File: src/rtl/sili_pkg.sv
// ------------------------------------------------------------------------
// sili_pkg
// Types and constants shared by the sorted id list intersection unit.
// ------------------------------------------------------------------------
package sili_pkg;

  localparam int MaxIdsDefault = 64;

  typedef enum logic [1:0] {
    OP_ADD    = 2'd0,
    OP_CLOSE  = 2'd1,
    OP_FINISH = 2'd2,
    OP_NONE   = 2'd3
  } sili_op_t;

  typedef struct packed {
    logic [1:0]  operation;
    logic [31:0] row_id;
  } sili_in_t;

  typedef struct packed {
    logic [31:0] result_id;
    logic        last_item;
    logic        set_empty;
    logic        overflowed;
  } sili_out_t;

  // Command handed from the front part to the back part.
  typedef struct packed {
    sili_op_t    op;
    logic [31:0] row_id;
  } sili_cmd_t;

  typedef enum logic [3:0] {
    ST_IDLE,
    ST_SORT_RD,
    ST_SORT_CMP,
    ST_SORT_WR,
    ST_COPY_RD,
    ST_COPY_WR,
    ST_MRG_RD,
    ST_MRG_CMP,
    ST_EMIT_RD,
    ST_EMIT_OUT
  } sili_state_t;

endpackage

File: src/rtl/sili_front.sv
// ------------------------------------------------------------------------
// sili_front
// Accepts input items, drops unused codes and queues commands.
// ------------------------------------------------------------------------
module sili_front #(
  parameter int Depth = 2
) (
  input  logic                clk,
  input  logic                rst,
  input  logic                in_valid,
  output logic                in_stall,
  input  sili_pkg::sili_in_t  in_data,
  output logic                cmd_valid,
  input  logic                cmd_take,
  output sili_pkg::sili_cmd_t cmd
);
  import sili_pkg::*;

  localparam int AW = (Depth > 1) ? $clog2(Depth) : 1;

  sili_cmd_t      fifo [Depth];
  logic [AW-1:0]  wr_ptr;
  logic [AW-1:0]  rd_ptr;
  logic [AW:0]    fill;
  logic           push;
  logic           pop;

  // Items with the unused code are accepted and discarded here.
  assign in_stall  = (fill == (AW+1)'(Depth));
  assign push      = in_valid && !in_stall && (in_data.operation != OP_NONE);
  assign cmd_valid = (fill != '0);
  assign pop       = cmd_valid && cmd_take;
  assign cmd       = fifo[rd_ptr];

  // Queue pointers and fill level.
  always_ff @(posedge clk) begin
    if (rst) begin
      wr_ptr <= '0;
      rd_ptr <= '0;
      fill   <= '0;
    end else begin
      if (push) begin
        wr_ptr <= (wr_ptr == AW'(Depth-1)) ? '0 : wr_ptr + 1'b1;
      end
      if (pop) begin
        rd_ptr <= (rd_ptr == AW'(Depth-1)) ? '0 : rd_ptr + 1'b1;
      end
      fill <= fill + (AW+1)'(push) - (AW+1)'(pop);
    end
  end

  // Queue storage.
  always_ff @(posedge clk) begin
    if (push) begin
      fifo[wr_ptr].op     <= sili_op_t'(in_data.operation);
      fifo[wr_ptr].row_id <= in_data.row_id;
    end
  end

endmodule

File: config.mk
export PLATFORM = sky130hd
export DESIGN_NAME = sili_front
export DESIGN_NICKNAME = d
export VERILOG_FILES = /design/src/rtl/sili_pkg.sv /design/src/rtl/sili_front.sv
export SDC_FILE = /design/constraint.sdc
export NUM_CORES = 1
export LEC_CHECK = 0
export BUFFER_PORTS_ARGS = -buffer_cell sky130_fd_sc_hd__buf_4
export CORE_MARGIN = 1
export CORE_UTILIZATION = 55
export CTS_CLUSTER_SIZE = 24
export DETAILED_ROUTE_END_ITERATION = 7
export PLACE_DENSITY = 0.91
export SETUP_SLACK_MARGIN = 0.05
export SLEW_MARGIN = 20
export SYNTH_ARGS = -nofsm -noshare
export SYNTH_HDL_FRONTEND = slang
export SYNTH_SLANG_ARGS = --single-unit
File: constraint.sdc
create_clock -name clk -period 3.85 [get_ports clk]
set_input_delay 0.77 -clock clk [delete_from_list [all_inputs] [get_ports clk]]
set_output_delay 0.77 -clock clk [all_outputs]
set_load 0.01 [all_outputs]
## Word-level counts from Yosys, hierarchy flattened

Memories as Yosys holds them, arrays and structs flattened. A register that Yosys moved wholly into a read port is not among the register bits.
Index checks and enable logic that the tools add are counted.

| storage, ports and cells | value |
|---|---|
| flip-flop bits (word level) | 4 |
| latch bits | 0 |
| RAM bits | 68 |
| bits in read-only memories | 0 |
| input bits | 38 |
| output and inout port bits | 36 |
| memories | 1 |

Memory list:

| memory | depth | width | read ports | clocked after Yosys merged registers in | write ports | line | text |
|---|---|---|---|---|---|---|---|
| fifo | 2 | 34 | 1 | 1 | 1 | sili_front.sv:21 | `sili_cmd_t fifo [Depth];` |

| operators by class | value |
|---|---|
| add/subtract/negate cells | 4 |
| multiply operators | 0 |
| divide/modulo/power cells | 0 |
| $lt $le $gt $ge | 0 |
| eq/ne operators | 2 |
| shift operators | 0 |
| muxes and demuxes | 6 |
| bitwise logic cells | 0 |
| reductions and logical operators | 5 |

Operator list:

| operator | number |
|---|---|
| $mux W1 | 6 |
| $logic_and A1 B1 Y1 | 3 |
| $add A1 B1 Y1 const B | 2 |
| $add A2 B1 Y2 | 1 |
| $eq A2 B2 Y1 const B | 1 |
| $ne A2 B2 Y1 const B | 1 |
| $reduce_bool A2 Y1 | 1 |
| $sub A2 B1 Y2 | 1 |
| $logic_not A1 Y1 | 1 |

## Longest topological paths before layout

Gate-level depths: netlist of run 1.

| depth | value |
|---|---|
| depth in word-level cells | 6 |
| mapped depth | 8 |
| gate-level depth less buffers | 8 |

## Worst setup path before layout of run 1

No wires, ideal clock.

| timing | value |
|---|---|
| path kind | in2reg |
| from | input in_data[32] (netlist name) |
| to | memory fifo[0][0] (netlist name), enable pin |
| data arrival time | 2409 ps |
| data required time | 3425 ps |
| path slack | 1016 ps |
| cell stages on the path | 3 |
| path buffers | 0 |
| cells stage by stage | nand2_1 -> nand3b_4 -> nor2_1 |

| between the ends | value |
|---|---|
| cells in the longest elaborated chain, start to end | 4 |

Ends and longest elaborated chain:

| element | line | text |
|---|---|---|
| start: declaration | sili_front.sv:12 | `input sili_pkg::sili_in_t in_data,` |
| $ne A2 B2 Y1 | sili_front.sv:30 | `assign push = in_valid && !in_stall && (in_data.operation != OP_NONE);` |
| $logic_and A1 B1 Y1 | sili_front.sv:30 |  |
| $mux W1 | sili_front.sv:54 | `if (push) begin` |
| $mux W1 (implied by the code) | sili_front.sv:56 | `fifo[wr_ptr].row_id <= in_data.row_id;` |
| end: declaration | sili_front.sv:21 |  |

No other way between the ends.

==> results.yml, run 1 <==
cells_and_area:
  area_growth_pct: 29.4
  nets: 254
  final_cell_area_mm2: 0.00353
  fillCellCount: 292
  layout.cells.non_filler: 286
  drive_gt1_frac: 0.589
  n_antenna_cell: 0
global_routing:
  grt-busiest-layer: "met2"
  grt_pass1_vias: 1462
  track_usage: 0.182
  met1_usage: 0.214
  grt_max_degree: 35
  antenna_found_initial: 0
  grt_pass1_wl_mm: 6.69
  grt_overflow: 0
  globalRouteMet3Util: 0.0847
  met2_usage: 0.296
timing:
  finalCriticalPeriod_ns: 2.55
  fmax_mhz: 392
  slew_headroom: 0.354
  max_slew.worst_pin.slew_ns: 0.967
  rsz0062_at_grt: "no"
  fin_ws_ns: 1.30
  clock_skew_ns: 0.00611
  setup_violations: 0
  fin_tns_setup_ns: 0
  finalHoldViolCount: 0
  min_period_over_period: 0.662
  drv_slew: 0
clock_network:
  clk_latency_ns: 0.34
  post_cts_buffers: 0
  numClockSinks: 73
  cts_max_path_buffers: 2
  holdBufCountCts: 0
  cts_tree: "built"
  cts_buffers: 9
  htreeDepth: 3
  path_clk_slew_ns: 0.07
  cts-resized-gates: 0
  root_buffer: "clkbuf_8"
worst_setup_path:
  path_class: "flip-flop to output port"
  worst_setup_path_start_kind: "flip-flop"
  cp.arrival_ns: 1.78
  ff2ff_setup_slack_ns: 2.03
  path_cells: "buf_4 -> mux2_2 -> buf_4"
  critPathMaxFanout: 28
  critical_path.max_stage_delay_ns: 0.48
  reg2reg_depth: 3
  critPathSlowestCell: "dfxtp_1"
  r2r_end: "fifo[0][17]$_DFFE_PP_"
  cp-end-kind: "output port"
  path_common_cell: "buf_4"
  r2r_start: "fill[1]$_SDFF_PP0_"
  worstPathRequired_ns: 3.08
floorplanning:
  start_util: 0.573
  rows: 25
  ios: 74
  fp.dieArea_mm2: 0.00524
  coreArea_mm2: 0.00475
  die_h_um: 72.4
  dieWidth_um: 72.4
place:
  preCtsSetupSlack_ns: 1.55
  post-dp-hpwl_mm: 2.87
  io_buffer_count: 73
  gp_congestion: 0.699
  placed_cell_area_mm2: 0.00334
  dp_cells: 270
route:
  antenna_left: 0
  viasPerCell: 4.98
  vias: 1424
  wl_mm: 4.33
  firstDrtPassIters: 4
  avgRoutedWirePerCell_um: 15.1
  drc: 0
  drt-initial-drc-count: 68
synthesis:
  netlist_instances: 133
  seq_area_frac_synth: 0.786
  synth.net_count: 173
  ys_seq_elements: 73
  synth_top_area_share: 0.749
  synth_most_common_cell: "edfxtp_1"
  synth_ff_type: "edfxtp_1"
  synthArstFlopShare: 0
  synthDistinctLibCells: 19
  synth-edff-count: 68
  netlist_top_cells_count: "edfxtp_1, mux2_2, nor2_1"
  synth-warning-count: 0
  synth_area_leaders: "edfxtp_1, mux2_2, dfxtp_1, buf_6, nor2_1"
  synth.largest_area_cell: "edfxtp_1"
  netlist_area_mm2: 0.00273
  avgSynthCellArea_um2: 20.5
power_and_ir_drop:
  ir_drop_uv: 409
  p_per_area_mw_per_mm2: 638
  p_leak_nw: 1.33
  finalPower_mw: 2.25
worst_hold_path:
  min_from: "rd_ptr$_SDFFE_PP0P_"
  hold_depth: 2
  hp-class: "flip-flop to flip-flop"
outcome:
  status: "finished clean"
run:
  cap_violations: 0
==> placed cells by master (no fill, tap or decap) <==
cell type | synthesis | layout
buf_4 | 0 | 74
edfxtp_1 | 68 | 68
mux2_2 | 34 | 34
clkbuf_8 | 0 | 9
nor2_1 | 7 | 5
dfxtp_1 | 5 | 5
inv_1 | 2 | 2
nor2_4 | 0 | 2
ha_1 | 2 | 2
clkinv_2 | 0 | 2
clkinvlp_4 | 0 | 2
o21a_1 | 1 | 1
nor2b_4 | 1 | 1
nand2_1 | 1 | 1
nand3b_4 | 1 | 1
or2_2 | 1 | 1
nor2b_1 | 1 | 1
xnor2_1 | 1 | 1
mux2_4 | 1 | 1
xor2_1 | 1 | 1
and2_2 | 1 | 1
nor3_1 | 1 | 1
bufinv_16 | 0 | 1
clkbuf_1 | 0 | 1
clkinv_1 | 0 | 1
==> metrics by stage <==
step | util | hold WS [ns]
detailed placement | 0.703 | 0.513
global route | 0.742 | 0.587
floorplan | - | 0.481
finish | 0.742 | 0.538
global placement | 0.703 | 0.496
CTS | 0.742 | 0.546
==> kinds of logic after synthesis <==
logic type,count (synthesis),synth area share
AOI/OAI and AO/OA,1,0.00276
xor gates and xnor gates,2,0.00643
adders and majority gates,2,0.00918
buffers and inverters,6,0.0170
DFF,73,0.786
muxes,35,0.146
and+or+nand+nor,14,0.0326
==> power breakdown <==
part | internal (mW) | switching [mW]
sequential | 0.993 | 0.0443
clock | 0.295 | 0.262
combinational | 0.363 | 0.294
total | 1.65 | 0.600
==> per-layer routing <==
| layer | part of all wire | up-vias |
|---|---|---|
| li1 | - | 670 |
| met1 | 0.41 | 688 |
| met2 | 0.50 | 58 |
| met3 | 0.074 | 8 |
| met4 | 0.014 | 0 |
| met5 | 0 | - |
==> registers in the layout, summed over array words and instances (netlist names), named ones only <==
signal	cells
rd_ptr	1
fill	2
fifo	68
wr_ptr	1
==> worst max-delay path: cells and delay by family (launching register included) <==
kind,cells,cell delay [ns]
muxes,1,0.40
buffers and inverters,2,0.55
DFF,1,0.48
==> worst max-delay path by stage <==
stage / startpoint / end / slack, ns / cells after the start
floorplan: in_data[32] / fifo[0][0]$_DFFE_PP_ / 1.02 / 3
global placement: in_data[32] / fifo[0][13]$_DFFE_PP_ / 1.59 / 4
detailed placement: in_data[32] / fifo[0][3]$_DFFE_PP_ / 1.55 / 4
CTS: flip-flop / cmd[2] / 1.26 / 3
global route: flip-flop / cmd[2] / 1.20 / 3
finish: flip-flop / cmd[2] / 1.30 / 3
==> area by class of cell <==
type                       count  area, µm²  area share
sequential                    73       2140       0.607
multi-input combinational     54        552       0.156
tap                           67       83.8      0.0238
inverter                       2       7.51     0.00213
timing repair buffer          74        556       0.158
clock buffer                  10        128      0.0362
clock inverter                 6       58.8      0.0167
(Power assumes the default switching activity.)
==> inputs of run 2 (changes only) <==
--- a/config.mk
+++ b/config.mk
@@ -7,10 +7,10 @@
 export LEC_CHECK = 0
 export BUFFER_PORTS_ARGS = -buffer_cell sky130_fd_sc_hd__buf_4
 export CORE_MARGIN = 1
-export CORE_UTILIZATION = 55
+export CORE_UTILIZATION = 51
 export CTS_CLUSTER_SIZE = 24
 export DETAILED_ROUTE_END_ITERATION = 7
-export PLACE_DENSITY = 0.91
+export PLACE_DENSITY = 0.86
 export SETUP_SLACK_MARGIN = 0.05
 export SLEW_MARGIN = 20
 export SYNTH_ARGS = -nofsm -noshare
==> constraint.sdc (replaced) <==
create_clock -name clk -period 2.5 [get_ports clk]
set_input_delay 0.5 -clock clk [delete_from_list [all_inputs] [get_ports clk]]
set_output_delay 0.5 -clock clk [all_outputs]
set_load 0.01 [all_outputs]
==> run 2 against run 1 <==
Against the previous run:
- clock skew about the same
- power up 54%
- first-iteration DRC count down 51%
- sequential cell count unchanged
- register-to-register slack worse by 1.3 ns
- via count about the same
- utilization down 4.8 points
- setup slack worse by 0.80 ns
==> results.yml, run 2 (same netlist as run 1, synthesis figures left out) <==
power_and_ir_drop:
  p_leak_nw: 1.36
  p_per_area_mw_per_mm2: 973
  p_comb_frac: 0.306
  swShare: 0.260
  ir_drop_uv: 579
  p_int_mw: 2.57
  p_sw_mw: 0.903
  finalPower_mw: 3.47
  sequentialPowerShare: 0.456
  p_clk_frac: 0.237
route:
  viasPerCell: 4.89
  wl_mm: 4.42
  antenna_left: 0
  avgRoutedWirePerCell_um: 15.2
  drt-initial-drc-count: 33
  drc: 0
  firstDrtPassIters: 4
  vias: 1423
place:
  io_buffer_count: 73
  gp_congestion: 0.722
  dp_cells: 276
  post-dp-hpwl_mm: 3.10
  preCtsSetupSlack_ns: 0.591
timing:
  slew_headroom: 0.682
  clock_skew_ns: 0.00627
  drv_slew: 0
  max_slew.worst_pin.slew_ns: 0.476
  fmax_mhz: 499
  fin_ws_ns: 0.498
  finalHoldViolCount: 0
  min_period_over_period: 0.801
  setup_violations: 0
  finalCriticalPeriod_ns: 2.00
  hold_slack_ns: 0.355
  rsz0062_at_grt: "no"
clock_network:
  numClockSinks: 73
  post_cts_buffers: 0
  clk_latency_ns: 0.33
  cts_max_path_buffers: 2
  cts-resized-gates: 0
  cts_tree: "built"
  path_clk_slew_ns: 0.07
  cts_buffers: 9
  htreeDepth: 3
  holdBufCountCts: 0
  root_buffer: "clkbuf_8"
global_routing:
  track_usage: 0.170
  grt_pass1_vias: 1467
  antenna_found_initial: 0
  grt_max_degree: 22
  grt_pass1_wl_mm: 6.44
  grt_overflow: 0
cells_and_area:
  drive_gt1_frac: 0.593
  mostFrequentLayoutCell: "buf_4"
  layout_common_cells: "buf_4, edfxtp_1, mux2_2, clkbuf_8"
  area_growth_pct: 30.9
  reg.largest.list: "fifo: 68 flops, fill: 2 flops"
  top_register: "fifo"
  n_antenna_cell: 0
  largest_reg_flops: 68
  nets: 257
  layout.cells.non_filler: 291
worst_setup_path:
  r2r_start: "fill[0]$_SDFF_PP0_"
  path_class: "flip-flop to output port"
  worst_setup_path_start_kind: "flip-flop"
  r2r_end: "fill[1]$_SDFF_PP0_"
  cp.arrival_ns: 1.50
  reg2reg_depth: 8
  ff2ff_setup_slack_ns: 0.77
  critPathMaxFanout: 21
  worstPathRequired_ns: 2.00
  cp-end-kind: "output port"
worst_hold_path:
  hp-class: "input port to flip-flop"
  min_from: "in_data[23]"
  whs_endpoint: "fifo[1][23]$_DFFE_PP_"
  hold_depth: 1
floorplanning:
  start_util: 0.530
  dieWidth_um: 75.1
  coreArea_mm2: 0.00514
  rows: 26
  fp.dieArea_mm2: 0.00564
  ios: 74
  die_h_um: 75.1
outcome:
  status: "finished clean"
run:
  cap_violations: 0
## run 2: area by class of cell
class                   instances  area (µm²)
clock buffers                  11         131
well taps                      70        87.6
multi-input cells              54         552
clock inverters                 4        45.0
flip-flops and latches         73        2140
repair buffers                 77         603
inverters                       2        7.51
fillers                       356        1570
## run 2: through the flow
stage | util | area [µm²] | setup TNS (ns)
2_1_floorplan | - | 2730 | -4.34
3_3_place_gp | 0.660 | 3390 | 0
3_5_place_dp | 0.660 | 3390 | 0
4_1_cts | 0.694 | 3570 | 0
5_1_grt | 0.694 | 3570 | 0
6_report | 0.694 | 3570 | 0
## run 2: how the worst max path moves through the flow
stage	depth (start not counted)	slack, ns	to	startpoint
after floorplan	3	-0.06	fifo[0][0]$_DFFE_PP_	in_data[32]
after global placement	9	0.65	fill[1]$_SDFF_PP0_	in_data[32]
after detailed placement	9	0.59	fill[1]$_SDFF_PP0_	in_data[32]
after CTS	3	0.47	cmd[21]	flip-flop
after global routing	3	0.43	cmd[21]	flip-flop
final	3	0.50	cmd[21]	flip-flop
## run 2: per-layer routing
layer / track usage / up-vias / wire [µm] / share of wire
met5: 0 / - / 0 / 0
met4: 0.0881 / 0 / 44 / 0.010
met3: 0.0830 / 6 / 351 / 0.079
met2: 0.285 / 58 / 2290 / 0.52
met1: 0.176 / 684 / 1730 / 0.39
li1: - / 675 / - / -
## run 2: worst max-delay path, cell delays in order, from the launching register on
cell	delay, ns
dfxtp_1	0.34
buf_4	0.29
mux2_2	0.39
buf_4	0.15
## run 2: power by group through the flow
| stage | sequential (mW) | clock (mW) | combinational, mW |
|---|---|---|---|
| floorplan | 1.60 | 0 | 0.632 |
| global placement | 1.60 | 0 | 1.06 |
| detailed placement | 1.61 | 0 | 1.07 |
| CTS | 1.59 | 0.849 | 1.08 |
| global route | 1.60 | 0.899 | 1.15 |
| finish | 1.58 | 0.824 | 1.06 |
==> inputs of run 3 (changes only) <==
--- a/config.mk
+++ b/config.mk
@@ -7,10 +7,10 @@
 export LEC_CHECK = 0
 export BUFFER_PORTS_ARGS = -buffer_cell sky130_fd_sc_hd__buf_4
 export CORE_MARGIN = 1
-export CORE_UTILIZATION = 51
+export CORE_UTILIZATION = 46
 export CTS_CLUSTER_SIZE = 24
 export DETAILED_ROUTE_END_ITERATION = 7
-export PLACE_DENSITY = 0.86
+export PLACE_DENSITY = 0.82
 export SETUP_SLACK_MARGIN = 0.05
 export SLEW_MARGIN = 20
 export SYNTH_ARGS = -nofsm -noshare
==> constraint.sdc (replaced) <==
create_clock -name clk -period 1.8 [get_ports clk]
set_input_delay 0.36 -clock clk [delete_from_list [all_inputs] [get_ports clk]]
set_output_delay 0.36 -clock clk [all_outputs]
set_load 0.01 [all_outputs]
==> run 3 against run 2 <==
Against the previous run:
- final cell count up 2.4%
- via count rose by 1.3%
- combinational power grew 51%
- first-iteration DRC count up 64%
- setup slack worse by 0.42 ns
- die area rose by 11%
- clock power is 24% higher
- register-to-register slack got worse by 0.61 ns
- sequential share of layout area decreased by 0.92 points
- clock skew fell by 0.0018 ns
- non-clock buffer count is 5 higher
==> results.yml, run 3 (same netlist as run 1, synthesis figures left out) <==
global_routing:
  grt_pass1_wl_mm: 6.89
  grt_pass1_vias: 1484
  track_usage: 0.152
  grt_overflow: 0
  antenna_found_initial: 0
  grt_max_degree: 25
route:
  vias: 1441
  firstDrtPassIters: 4
  drc: 0
  antenna_left: 0
  viasPerCell: 4.84
  avgRoutedWirePerCell_um: 15.1
  drt-initial-drc-count: 54
  wl_mm: 4.51
floorplanning:
  rows: 27
  fp.dieArea_mm2: 0.00624
  start_util: 0.486
  coreArea_mm2: 0.00561
  dieWidth_um: 79.0
  die_h_um: 79.0
  ios: 74
cells_and_area:
  mostFrequentLayoutCell: "buf_4"
  area_growth_pct: 33.3
  seq_area_mm2: 0.00215
  largest_reg_flops: 68
  final_cell_area_mm2: 0.00363
  nets: 262
  reg.largest.list: "fifo: 68 flops, fill: 2 flops"
  n_antenna_cell: 0
  layout_common_cells: "buf_4, edfxtp_1, mux2_2, clkbuf_8, nor2_1"
  drive_gt1_frac: 0.606
  multi_input_area_um2: 552
  top_register: "fifo"
  fillCellCount: 413
timing:
  fmax_mhz: 580
  drv_slew: 0
  clock_skew_ns: 0.00448
  setup_violations: 0
  slew_headroom: 0.880
  max_slew.worst_pin.slew_ns: 0.179
  rsz0062_at_grt: "yes"
  finalHoldViolCount: 0
  min_period_over_period: 0.959
  fin_ws_ns: 0.0746
  finalCriticalPeriod_ns: 1.73
power_and_ir_drop:
  p_leak_nw: 1.38
  finalPower_mw: 4.84
  ir_drop_uv: 982
  p_per_area_mw_per_mm2: 1330
clock_network:
  post_cts_buffers: 0
  holdBufCountCts: 0
  path_clk_slew_ns: 0.07
  htreeDepth: 3
  root_buffer: "clkbuf_8"
  clk_latency_ns: 0.33
  numClockSinks: 73
  cts_max_path_buffers: 2
  cts_tree: "built"
  cts_buffers: 9
outcome:
  status: "finished clean"
place:
  gp_congestion: 0.697
  io_buffer_count: 73
  placed_cell_area_mm2: 0.00344
  preCtsSetupSlack_ns: 0.106
  post-dp-hpwl_mm: 3.01
worst_setup_path:
  worst_setup_path_start_kind: "flip-flop"
  critPathMaxFanout: 16
  path_class: "flip-flop to output port"
  cp-end-kind: "output port"
  cp.arrival_ns: 1.37
  worstPathRequired_ns: 1.44
worst_hold_path:
  hp-class: "input port to flip-flop"
run:
  cap_violations: 0
[run 3: power by group]
group,internal [mW],switching (mW)
Clock,0.484,0.533
Sequential,2.13,0.0929
Combinational,0.930,0.671
Total,3.54,1.30
[run 3: routing by layer]
metal	up-vias	track usage	share of wire	wire, µm
li1	684	-	-	-
met1	691	0.174	0.41	1860
met2	55	0.256	0.51	2290
met3	11	0.0448	0.057	255
met4	0	0.0800	0.021	96
met5	-	0	0	0
[run 3: through the flow]
step | setup TNS (ns) | cells | hold WS [ns] | utilization
2_1_floorplan | -9.47 | 133 | 0.432 | -
3_3_place_gp | 0 | 282 | 0.507 | 0.613
3_5_place_dp | 0 | 282 | 0.524 | 0.613
4_1_cts | 0 | 297 | 0.198 | 0.642
5_1_grt | 0 | 298 | 0.199 | 0.648
6_report | 0 | 298 | 0.212 | 0.648
[run 3: what timing repair did]
action	CTS	global route
endpoints found under the hold margin	0	0
setup endpoints to repair	16	35
gates resized for setup	2	3
cloned	0	1
[run 3: worst max-delay path, stage by stage (launching register included)]
cell	delay [ns]
dfxtp_4	0.39
buf_12	0.16
mux2_2	0.34
buf_4	0.15
[run 3: cell type report]
cell class              instances  share of cell area
flip-flops and latches         73               0.591
repair buffers                 82               0.188
multi-input cells              54               0.152
clock buffers                  11              0.0362
well taps                      72              0.0248
clock inverters                 4             0.00586
inverters                       2             0.00207
[run 3: worst paths after layout]
kind / startpoint / endpoint / slack [ns] / cells after the start
setup / recovery: flip-flop / cmd[13] / 0.07 / 3
hold / removal: in_data[25] / fifo[0][25]$_DFFE_PP_ / 0.21 / 1
setup reg to reg: fill[1]$_SDFF_PP0_ / fill[1]$_SDFF_PP0_ / 0.16 / 8
hold reg to reg: rd_ptr$_SDFFE_PP0P_ / rd_ptr$_SDFFE_PP0P_ / 0.54 / 2
